==> src/hw/rtl/cbq_ram.sv <==
`default_nettype none

// Simple dual-port RAM, registered read
module cbq_ram #(
   parameter int WIDTH = 32,
   parameter int DEPTH = 16,
   localparam int AW = (DEPTH > 1) ? $clog2(DEPTH) : 1
) (
   input  wire logic             clock,
   input  wire logic             wr_en,
   input  wire logic [AW-1:0]    wr_addr,
   input  wire logic [WIDTH-1:0] wr_data,
   input  wire logic             rd_en,
   input  wire logic [AW-1:0]    rd_addr,
   output logic      [WIDTH-1:0] rd_data
);

   logic [WIDTH-1:0] mem_ff [DEPTH];
   logic [WIDTH-1:0] rd_data_ff;

   always_ff @(posedge clock) begin
      if (wr_en) begin
         mem_ff[wr_addr] <= wr_data;
      end
      if (rd_en) begin
         rd_data_ff <= mem_ff[rd_addr];
      end
   end

   assign rd_data = rd_data_ff;

endmodule

`default_nettype wire

==> config.mk <==
export PLATFORM = sky130hd
export DESIGN_NAME = cbq_ram
export DESIGN_NICKNAME = d
export VERILOG_FILES = /design/src/hw/rtl/cbq_ram.sv
export SDC_FILE = /design/constraint.sdc
export NUM_CORES = 1
export LEC_CHECK = 0
export ABC_AREA = 1
export BUFFER_PORTS_ARGS = -buffer_cell sky130_fd_sc_hd__buf_2
export CAP_MARGIN = 10
export CORE_UTILIZATION = 29
export DETAILED_ROUTE_END_ITERATION = 16
export PLACE_DENSITY = 0.4
export SETUP_SLACK_MARGIN = 0.1
export SLEW_MARGIN = 20
export SYNTH_ARGS = -nofsm -noshare
export SYNTH_HDL_FRONTEND = slang
export SYNTH_SLANG_ARGS = --single-unit
==> constraint.sdc <==
create_clock -name clock -period 3.94 [get_ports clock]
set_input_delay 0.591 -clock clock [delete_from_list [all_inputs] [get_ports clock]]
set_output_delay 0.591 -clock clock [all_outputs]
set_load 0.02 [all_outputs]
# After elaboration in Yosys (flattened, before gate mapping)
# Memory sizes are Yosys's and may differ from the RTL's. A register that Yosys moved wholly into a read port is not among the register bits.
# Cells that the tools add are included.
[totals]
register_bits = 0
ram_bits = 512
output_inout_bits = 32
n_memories = 1
[classes]
mux = 2
[mem_list]
columns = ["name", "depth", "word_bits", "read_ports", "rd_clocked_by_memory_dff", "wr", "line_no", "source"]
rows = [
  ["mem_ff", 16, 32, 1, 1, 1, "18", "logic [WIDTH-1:0] mem_ff [DEPTH];"],
]
[ops]
columns = ["operator", "count"]
rows = [
  ["$mux W1", 2],
]

# Depth between registers and ports, before layout
[depth]
word_depth = 2
depth_mapped = 10
mapped_depth_nobuf = 7

# Least setup slack after synthesis
# OpenSTA, ideal clock, no wires.
[synth_timing]
path_kind = "input-to-reg"
start = "input port wr_addr[2]"
end = "memory mem_ff[10][0], enable pin"
setup_time_ps = 421
t_arrival_ps = 2163
required_time_ps = 3519
setup_slack_ps = 1356
cell_stages = 2
n_path_buf = 0
path_cell_list = "nand3b_1 nor2_1"
[synth_rtl]
columns = ["item", "line_no", "source"]
rows = [
  ["start, declared", "11", "input wire logic [AW-1:0] wr_addr,"],
  ["end, declared", "18", ""],
]
# No word-level cell before the write port.

==> run metrics <==
clk_lat worst skew 610 ps; Final Hold Viols 0; worst vdd ir 0.0003600 V; CP arrival 2460 ps; max frequency 472.1 MHz; Seq/Total Area, Yosys 0.7087; Final ANT Viol Nets 0; cell taking the most area after synthesis edfxtp_1; Die Y 283.9 um; Final HPWL DP 36.75 mm; Pre-antenna DRT Iters 5; WL met1 32.54 mm; reg-to-reg endpoint rd_data[16]; gpl congestion roughly 0.75; Worst Max-Slew Pin Slew roughly 1100 ps; post-route clock period utilization 0.5377; initial antenna violation count 4; Post-CTS Hold Fix Bufs 0; htree depth 2; Slew Limit Fails 0; worst-path fanout max around 120; r2r startpoint mem_ff[15][16]; initial cell density of the core 0.2923; Leak 10.86 nW; GRT Total Usage 0.1616; worst hold path class primary input to flip-flop; Crit Path Class primary input to flip-flop; clock skew about 13 ps; clk buf depth 3; Worst Reg-to-Reg Cells 6; P_int 0.009709 W; RSZ-0062 raised after global routing no; Worst setup EP type flip-flop; Min Clock Period, post-route 2118 ps; layout overhead on the synthesized area 13.99%; largest net degree at the start of global routing about 130; vias in the first global route approximately 14k; fill count around 8.0k; DRT iter0 DRCs a little over 1k; count of clock tree sinks around 540; register share of total power 0.521; # DRC 0; Core Area 78870 um^2; Via density 4.455; Die ar. about 81000 um^2; number of cell rows between 100 and 150; most frequent cells in the layout 677 x nand2_1, 544 x edfxtp_1, 386 x inv_1; hold-critical path endpoint mem_ff[8][26]; worst hold slack around 390 ps; Mapped Nets about 2.2k; layout cells sized above 1 0.08825; CTS Root Cell clkbuf_16; Max-Cap Viols 0; total clock buffers created by CTS 59; layout net count approximately 2.2k; CP required between 4000 and 5000 ps; diode count 0; first-pass GRT wire length approximately 97 mm; Port Buffers 74; worst hold stages 1; NetSw about 0.0029 W; Clock transition at path regs about 60 ps; Yosys warning total 0; detailed-route via count between 10k and 15k; Mapped Cells between 2k and 2.5k; Setup TNS 0 ps; post_cts resized 0; TritonCTS clock tree done; Power Density about 480 nW/um^2; post-CTS setup buffers 0; most common cell after layout, fill and taps aside nand2_1; Clock Power Share 0.414; GRT Residual Overflow 0; top cell type's share of synthesized area 0.7087; main area contributors after synthesis edfxtp_1 71%, nand2_1 11%, nand3_1 8.4%, inv_1 6.3%, buf_6 1.4%; HP Start wr_data[26]; Yosys reg bits 544; run status completed; # setup viols final 0; reg2reg setup slack around 2600 ps; routed wl met2 approximately 28 mm; drt wl/cell 19.80 um; Net Sw Frac 0.2300; I/O pin count 75; Routed WL roughly 65 mm; syn avg cell area 10.87 um^2; highest routed layer met4; Mapped Area 23050 um^2; slew margin rel. 0.2739; met3 wire length 2.799 mm; Synth cell types 14; Gate power share 0.065; Die Width between 200 and 300 um; CP Launch Type primary input
==> cell usage after synthesis <==
cell / instances
nand2_1: 677
edfxtp_1: 544
inv_1: 388
nand3_1: 385
buf_2: 41
buf_6: 29
nor2_1: 17
buf_1: 14
clkbuf_1: 14
buf_4: 6
nand3b_1: 2
buf_12: 1
inv_2: 1
inv_4: 1
==> cell type report <==
cell class	count	area, um^2	area share
timing repair buffer	106	724.4	0.02757
clock buffer	77	1587	0.06038
clock inverter	23	175.2	0.006666
sequential	544	16340	0.6217
inverter	390	1474	0.05609
multi-input combinational	1081	4667	0.1776
tap	1050	1314	0.05000
==> through the flow <==
step	instances	instance area (um^2)	power, W	util	setup slack [ps]
global placement	3170	24490	0.007533	0.3106	1252
finish	3271	26280	0.01261	0.3332	1822
detailed placement	3171	24510	0.007531	0.3108	1189
floorplan	2120	23050	0.007150	-	1356
CTS	3271	26280	0.01278	0.3332	1873
global route	3271	26280	0.01306	0.3332	1678
==> flip-flops by register name (all words and copies together), names as in the netlist <==
register and flops:
rd_data 32, mem_ff 512
==> worst max path at each step <==
stage	startpoint	endpoint	cells past startpoint	slack (ps)
floorplan	wr_addr[2]	mem_ff[10][0]	2	1360
global placement	rd_addr[0]	rd_data[16]	7	1250
detailed placement	rd_addr[0]	rd_data[16]	7	1190
CTS	rd_addr[0]	rd_data[16]	7	1870
global route	rd_addr[0]	rd_data[16]	7	1680
finish	rd_addr[0]	rd_data[16]	7	1820
==> worst max-delay path: stages <==
cell	delay [ps]
clkbuf_8	400
buf_12	500
nand2_1	140
nand3_1	110
nand3_1	90
nand3_1	310
nand2_1	120
==> power groups by stage <==
stage | Sequential, W | Combinational (W) | Clock [W]
2_1_floorplan | 0.00671 | 0.000442 | 0
3_3_place_gp | 0.00670 | 0.000837 | 0
3_5_place_dp | 0.00669 | 0.000838 | 0
4_1_cts | 0.00657 | 0.000840 | 0.00537
5_1_grt | 0.00658 | 0.000915 | 0.00557
6_report | 0.00657 | 0.000818 | 0.00522
==> per-layer routing <==
layer | up-vias | GRT usage
met3 | 72 | 0.02436
met1 | 7236 | 0.2427
met5 | - | 0
li1 | 6996 | -
met4 | 0 | 0.03419
met2 | 267 | 0.2448
==> kinds of logic (layout without fill, tap and decap cells) <==
| logic type | after synthesis | after routing | synth area share |
|---|---|---|---|
| DFF | 544 | 544 | 0.7087 |
| buffers and inverters | 495 | 596 | 0.09407 |
| and+or+nand+nor | 1081 | 1081 | 0.1973 |
No activity file was read; power rests on OpenSTA's default activity.
