--- config.mk ---
export PLATFORM = sky130hd
export DESIGN_NAME = cbq_mac
export DESIGN_NICKNAME = d
export VERILOG_FILES = /design/src/hw/rtl/cbq_pkg.sv /design/src/hw/rtl/cbq_mac.sv
export SDC_FILE = /design/constraint.sdc
export NUM_CORES = 2
export LEC_CHECK = 0
export BUFFER_PORTS_ARGS = -buffer_cell sky130_fd_sc_hd__buf_4
export CELL_PAD_IN_SITES_DETAIL_PLACEMENT = 0
export CELL_PAD_IN_SITES_GLOBAL_PLACEMENT = 1
export CORE_MARGIN = 5
export CORE_UTILIZATION = 47
export DETAILED_ROUTE_END_ITERATION = 6
export PLACE_DENSITY_LB_ADDON = 0.1
export SYNTH_ARGS = -nofsm -noshare
export SYNTH_HDL_FRONTEND = slang
export SYNTH_SLANG_ARGS = --single-unit
--- constraint.sdc ---
create_clock -name clock -period 7.6 [get_ports clock]
set_clock_uncertainty 0.15 [all_clocks]
set_input_delay 1.14 -clock clock [delete_from_list [all_inputs] [get_ports clock]]
set_output_delay 1.14 -clock clock [all_outputs]
set_load 0.005 [all_outputs]
--- src/hw/rtl/cbq_pkg.sv ---
`default_nettype none

package cbq_pkg;

   // Sizing
   localparam int MAX_STAGES      = 16;
   localparam int COEFS_PER_STAGE = 5;
   localparam int COEF_DEPTH      = MAX_STAGES * COEFS_PER_STAGE;
   localparam int COEF_AW         = $clog2(COEF_DEPTH);
   localparam int STAGE_W         = (MAX_STAGES > 1) ? $clog2(MAX_STAGES) : 1;
   localparam int CNT_W           = $clog2(MAX_STAGES + 1);

   // Field widths
   localparam int SAMPLE_W    = 24;
   localparam int COEF_W      = 32;
   localparam int CFG_W       = 5;
   localparam int STAGE_IDX_W = 4;
   localparam int COEF_IDX_W  = 3;
   localparam int HIST_W      = 4 * SAMPLE_W;

   // Arithmetic: Q2.30 x Q1.23 products, five of them summed exactly
   localparam int PROD_W     = COEF_W + SAMPLE_W;
   localparam int ACC_W      = PROD_W + 2;
   localparam int FRAC_SHIFT = 30;
   localparam int SHIFTED_W  = ACC_W - FRAC_SHIFT;

   // Request kinds
   localparam logic REQ_SAMPLE = 1'b0;
   localparam logic REQ_COEF   = 1'b1;

   // Sequencer steps
   localparam int STEP_W = 4;
   localparam logic [STEP_W-1:0] STEP_ACCEPT = 4'd0;
   localparam logic [STEP_W-1:0] STEP_ROW    = 4'd1;
   localparam logic [STEP_W-1:0] STEP_MUL_X  = 4'd2;
   localparam logic [STEP_W-1:0] STEP_MUL_X1 = 4'd3;
   localparam logic [STEP_W-1:0] STEP_MUL_X2 = 4'd4;
   localparam logic [STEP_W-1:0] STEP_MUL_Y1 = 4'd5;
   localparam logic [STEP_W-1:0] STEP_MUL_Y2 = 4'd6;
   localparam logic [STEP_W-1:0] STEP_DRAIN  = 4'd7;
   localparam logic [STEP_W-1:0] STEP_FINISH = 4'd8;
   localparam logic [STEP_W-1:0] STEP_EMIT   = 4'd9;

   // Jump conditions
   localparam logic [1:0] COND_GOTO   = 2'd0;
   localparam logic [1:0] COND_ACCEPT = 2'd1;
   localparam logic [1:0] COND_LOOP   = 2'd2;
   localparam logic [1:0] COND_EMIT   = 2'd3;

   // Multiplier operand select
   localparam logic [2:0] OPND_X  = 3'd0;
   localparam logic [2:0] OPND_X1 = 3'd1;
   localparam logic [2:0] OPND_X2 = 3'd2;
   localparam logic [2:0] OPND_Y1 = 3'd3;
   localparam logic [2:0] OPND_Y2 = 3'd4;

   // Accumulator operations
   localparam logic [1:0] ACC_HOLD = 2'd0;
   localparam logic [1:0] ACC_LOAD = 2'd1;
   localparam logic [1:0] ACC_ADD  = 2'd2;
   localparam logic [1:0] ACC_SUB  = 2'd3;

   typedef struct packed {
      logic       mul_en;
      logic [1:0] acc_op;
   } mac_ctrl_type;

   typedef struct packed {
      logic [1:0]        cond;
      logic [STEP_W-1:0] target;
      logic              coef_rd;
      logic              hist_rd;
      logic [2:0]        opnd_sel;
      mac_ctrl_type      mac;
      logic              finish;
   } ucode_type;

   // Control store: one word per step
   function automatic ucode_type ucode_rom(input logic [STEP_W-1:0] step);
      ucode_type uc;
      uc.cond       = COND_GOTO;
      uc.target     = STEP_ACCEPT;
      uc.coef_rd    = 1'b0;
      uc.hist_rd    = 1'b0;
      uc.opnd_sel   = OPND_X;
      uc.mac.mul_en = 1'b0;
      uc.mac.acc_op = ACC_HOLD;
      uc.finish     = 1'b0;
      case (step)
         STEP_ACCEPT: begin
            uc.cond   = COND_ACCEPT;
            uc.target = STEP_EMIT;
         end
         STEP_ROW: begin
            uc.target  = STEP_MUL_X;
            uc.coef_rd = 1'b1;
            uc.hist_rd = 1'b1;
         end
         STEP_MUL_X: begin
            uc.target     = STEP_MUL_X1;
            uc.coef_rd    = 1'b1;
            uc.opnd_sel   = OPND_X;
            uc.mac.mul_en = 1'b1;
         end
         STEP_MUL_X1: begin
            uc.target     = STEP_MUL_X2;
            uc.coef_rd    = 1'b1;
            uc.opnd_sel   = OPND_X1;
            uc.mac.mul_en = 1'b1;
            uc.mac.acc_op = ACC_LOAD;
         end
         STEP_MUL_X2: begin
            uc.target     = STEP_MUL_Y1;
            uc.coef_rd    = 1'b1;
            uc.opnd_sel   = OPND_X2;
            uc.mac.mul_en = 1'b1;
            uc.mac.acc_op = ACC_ADD;
         end
         STEP_MUL_Y1: begin
            uc.target     = STEP_MUL_Y2;
            uc.coef_rd    = 1'b1;
            uc.opnd_sel   = OPND_Y1;
            uc.mac.mul_en = 1'b1;
            uc.mac.acc_op = ACC_ADD;
         end
         STEP_MUL_Y2: begin
            uc.target     = STEP_DRAIN;
            uc.opnd_sel   = OPND_Y2;
            uc.mac.mul_en = 1'b1;
            uc.mac.acc_op = ACC_SUB;
         end
         STEP_DRAIN: begin
            uc.target     = STEP_FINISH;
            uc.mac.acc_op = ACC_SUB;
         end
         STEP_FINISH: begin
            uc.cond   = COND_LOOP;
            uc.target = STEP_ROW;
            uc.finish = 1'b1;
         end
         STEP_EMIT: begin
            uc.cond   = COND_EMIT;
            uc.target = STEP_ACCEPT;
         end
         default: begin
            uc.cond   = COND_GOTO;
            uc.target = STEP_ACCEPT;
         end
      endcase
      return uc;
   endfunction

endpackage

`default_nettype wire

--- src/hw/rtl/cbq_mac.sv ---
`default_nettype none

// Shared multiply-accumulate with round half up and 24-bit saturation
module cbq_mac (
   input  wire logic                                 clock,
   input  wire cbq_pkg::mac_ctrl_type                ctrl,
   input  wire logic signed [cbq_pkg::COEF_W-1:0]    coef,
   input  wire logic signed [cbq_pkg::SAMPLE_W-1:0]  opnd,
   output logic signed      [cbq_pkg::SAMPLE_W-1:0]  result
);

   import cbq_pkg::*;

   localparam logic signed [ACC_W-1:0] ROUND_HALF =
      {{(ACC_W - FRAC_SHIFT){1'b0}}, 1'b1, {(FRAC_SHIFT - 1){1'b0}}};
   localparam logic signed [SAMPLE_W-1:0] SAT_MAX = {1'b0, {(SAMPLE_W - 1){1'b1}}};
   localparam logic signed [SAMPLE_W-1:0] SAT_MIN = {1'b1, {(SAMPLE_W - 1){1'b0}}};

   logic signed [PROD_W-1:0]    prod_ff;
   logic signed [PROD_W-1:0]    prod_in;
   logic signed [ACC_W-1:0]     acc_ff;
   logic signed [ACC_W-1:0]     acc_in;
   logic signed [ACC_W-1:0]     prod_ext;
   logic signed [ACC_W-1:0]     rounded;
   logic        [SHIFTED_W-1:0] shifted;
   logic        [SHIFTED_W-SAMPLE_W:0] upper;

   // Product register
   always_comb begin
      prod_in = prod_ff;
      if (ctrl.mul_en) begin
         prod_in = coef * opnd;
      end
   end

   // Accumulator
   assign prod_ext = {{(ACC_W - PROD_W){prod_ff[PROD_W-1]}}, prod_ff};

   always_comb begin
      case (ctrl.acc_op)
         ACC_HOLD: acc_in = acc_ff;
         ACC_LOAD: acc_in = prod_ext;
         ACC_ADD:  acc_in = acc_ff + prod_ext;
         ACC_SUB:  acc_in = acc_ff - prod_ext;
         default:  acc_in = acc_ff;
      endcase
   end

   always_ff @(posedge clock) begin
      prod_ff <= prod_in;
      acc_ff  <= acc_in;
   end

   // Round to Q1.23 (floor of acc + half) and clamp
   assign rounded = acc_ff + ROUND_HALF;
   assign shifted = rounded[ACC_W-1:FRAC_SHIFT];
   assign upper   = shifted[SHIFTED_W-1:SAMPLE_W-1];

   always_comb begin
      if ((&upper) || !(|upper)) begin
         result = shifted[SAMPLE_W-1:0];
      end else if (shifted[SHIFTED_W-1]) begin
         result = SAT_MIN;
      end else begin
         result = SAT_MAX;
      end
   end

endmodule

`default_nettype wire

# == Word-level counts from Yosys, hierarchy flattened ==
# Index checks and enable logic that the tools add are counted.
# op_classes
n_eq_ne,3
muxes,3
mul,1
n_reduce_logical,5
n_addsub,3
# op_table
op,count
one-hot mux 58 bit (3 select lines),1
"adder 58 x 31 -> 58 bit, second input constant",1
adder 58 x 56 -> 58 bit,1
subtractor 58 x 56 -> 58 bit,1
multiplier 32 x 24 -> 56 bit,1
two-way mux 24 bit,2
AND reduction 5 bit,1
OR reduction 5 bit,1
"== test 2 bit, second input constant",2
"== test 2 x 1 -> 1 bit, second input constant",1
zero test 2 bit,1
zero test 1 bit,1
logical OR 1 bit,1
# word_totals
output_inout_bits,24
input_bits,60
ff_bits,114
word_cells,17

# == Longest topological paths before layout ==
# depth
ltp_word,5
ltp_mapped,27
mapped_depth_nobuf,26

# == Worst setup path after synthesis ==
# No wires, ideal clock.
# synth_path
kind,input port to flip-flop
start,input coef[31] (netlist bit)
end,register prod_ff[55] (data pin)
t_required_ps,7190
setup_time_ps,260
path_stages,20
slack_ps,-274
t_arrival_ps,7464
path_cell_list,clkbuf_1 -> nand2_1 -> inv_1 -> fa_1 -> fa_1 -> inv_1 -> fa_1 -> inv_1 -> fa_1 -> fa_1 -> fa_1 -> fa_1 -> ha_1 -> clkbuf_1 -> and3_1 -> nand3_1 -> o41ai_1 -> a211o_1 -> a21oi_1 -> xnor2_1
# synth_via
elab_chain_len,1
# synth_lines
element,line_no,source
from (decl),cbq_mac.sv:7,"input wire logic signed [cbq_pkg::COEF_W-1:0] coef,"
multiplier 32 x 24 -> 56 bit,cbq_mac.sv:32,prod_in = coef * opnd;
to (signal assigned),cbq_mac.sv:50,prod_ff <= prod_in;
to (decl),cbq_mac.sv:19,logic signed [PROD_W-1:0] prod_ff;
# No other way between the ends.
# A chain may end at the register's enable or synchronous reset.

# == Worst setup path in the final report ==
# layout_path
start,input opnd[11] (netlist bit)
end,register prod_ff[40] (data pin)
# layout_via
elab_chain_len,1
# layout_lines
element,line_no,source
from (decl),cbq_mac.sv:8,"input wire logic signed [cbq_pkg::SAMPLE_W-1:0] opnd,"
multiplier 32 x 24 -> 56 bit,cbq_mac.sv:32,
# No other way between the ends.

==> metrics.txt <==
Setup WS pre-CTS=-0.492 ns; Vias per Instance=5.11; vias=26800; H-tree depth=4; sequential share of the synthesized area=0.0950; post-place instance area=40200 um^2; placed insts=5205; GRT Resource Usage Total=0.240; P&R area growth vs syn=14.0%; total gr overflow=0; area leader, netlist=fa_1; DRC violations left=0; share of layout cells above drive strength 1=0.138; Max Cap Viol=0; die footprint=82300 um^2; root buf cell=clkbuf_16; fmax=135 MHz; top_reg_cell synth=edfxtp_1; Post-synth top cells=800 x inv_1, 784 x fa_1, 465 x nand2_1; total core area=75900 um^2; FF-to-FF path depth=23; total iterations of the first detailed-routing run=6; gpl congestion=0.916; EDFF count, synth=114; Worst setup EP type=flip-flop; Mapped Cells=3914; Syn Nets=4967; die span in y=287 um; TritonCTS clock tree=yes; initial antenna violation count=0; Synth Area per Inst=9.21 um^2; Period minus WS final=7.41 ns; clock slew at reported path FFs=0.06 ns; die width=287 um; WHS Path Cells=1; worst-path fanout max=10; Max Root-Sink Buffers=2; Ant. Diodes=0; Synth Cell Area=36000 um^2; Final Routed Wirelength=96600 um; I/O pin count=84; Yosys top cell area share=0.435; number of global-route vias before repair=28500; Final nets=5252; Final Max Tran Viols=0; pin count of the biggest net entering global routing=57; Worst R2R Start=prod_ff[0]$_DFFE_PP_; largest cells by area after synthesis=fa_1 44%, edfxtp_1 9.5%, inv_1 8.3%, ha_1 7.3%, and2_1 6.5%; Min-Delay Path Class=reg -> reg; setup violators final=0; Crit Path Class=in -> reg; Final WS setup=0.187 ns; Worst Max-Slew Pin Slew=0.805 ns; fin area=41100 um^2; fin cells=5242; Inserted Clock Buffers=17; initial detailed-routing violation count=1611; Synth cell types=75; Worst Setup Start Kind=input port; Multi-input gate area=29200 um^2; antenna viol nets, final=0; FF+latch area=3420 um^2; CP peak stage delay=0.64 ns; ys async rst share=0; min-delay src=prod_ff[15]$_DFFE_PP_; most used cell, CP=fa_1; Worst path slowest cell=fa_1; row cnt=101; DP HPWL=84900 um; final hold vios=0; most frequent cell after synthesis=inv_1; status=completed; Crit. Startpoint=opnd[11]; Starting Density=0.475; Worst EP required=7.66 ns; # clock sinks=114; FILL cells=7154; Slew HR=0.463; flops & latches, synth=114; Worst-Skew Late Latency=0.44 ns; hold_ws=0.481 ns; crit path DAT=7.47 ns; global-route wire length before repair=157000 um; Tcrit/Tclk final=0.975; IO Port Bufs=83; RSZ-0062 raised after global routing=true; Wirelength per Cell=18.4 um; YS warnings=0
timing repair:
action	CTS	global route
hold buffers	0	0
gates cloned	0	0
resized for setup	3	62
endpoints found under the hold margin	0	0
pin swaps	1	27
setup buffers	0	6
endpoints found under the setup margin	3	20
sequential cells by signal, summed over array words and instances, names as in the netlist:
name / count
acc_ff: 58
prod_ff: 56
cells by family (layout without fill, tap and decap cells):
family,count (synthesis),count (layout),synth area share
simple gates,1173,1173,0.162
fa+ha+maj,993,993,0.508
compound gates,429,429,0.0761
xor+xnor,181,181,0.0440
buf+inv,983,1281,0.103
mux,41,41,0.0126
flops,114,114,0.0950
layer usage:
layer / share of wire / track usage
met1: 0.49 / 0.364
met2: 0.46 / 0.383
met3: 0.043 / 0.0242
met4: 0.015 / 0.0427
met5: 0 / 0
cell type report:
class	count	share of cell area
inverter	801	0.0733
clock buffer	17	0.0104
timing repair buffer	448	0.0881
sequential	114	0.0833
clock inverter	15	0.00387
multi-input combinational	2817	0.710
tap	1030	0.0314
path summary, 6_finish.rpt:
kind	slack, ns	endpoint
worst max-delay path	0.19	prod_ff[40]$_DFFE_PP_
worst min-delay path	0.48	acc_ff[15]$_DFFE_PP_
worst max register to register	1.14	acc_ff[57]$_DFFE_PP_
worst min register to register	0.48	acc_ff[15]$_DFFE_PP_
critical path, delay by kind of cell:
family,cells,cell delay (ns)
simple gates,6,0.66
fa+ha+maj,8,3.94
buf+inv,6,0.74
compound gates,5,0.98
cell usage in the layout, fill, tap and decap left out, types with 9 or more instances in the layout:
cell type and count:
nor2_1 115, and3_1 27, and2_1 373, buf_6 18, nand2_1 464, buf_4 415
xor2_1 74, fa_2 10, or4_1 9, nand3_1 42, a21o_1 53, o211ai_1 12
xnor2_1 107, a211oi_1 12, o21bai_1 13, nor2b_1 13, a21boi_0 10, inv_1 796
nor3_1 43, fa_1 774, o21ai_0 91, ha_1 204, o21a_1 13, o31ai_1 13
buf_12 15, a21oi_2 16, nand4_1 23, a21oi_1 116, o21ai_1 10, a31oi_1 17
nand2b_1 18, mux2_2 35, clkbuf_16 17, edfxtp_1 114, or3_1 10
stage by stage:
stage                     setup TNS, ns  utilization
final                                 0        0.541
after global routing            -0.0895        0.541
after CTS                             0        0.537
after detailed placement          -7.75        0.529
after global placement            -7.36        0.529
after floorplan                       0            -
Power is left out: the tool's default activity adds up to more than one toggle a clock period on the data nets, which glitch-free logic cannot reach.
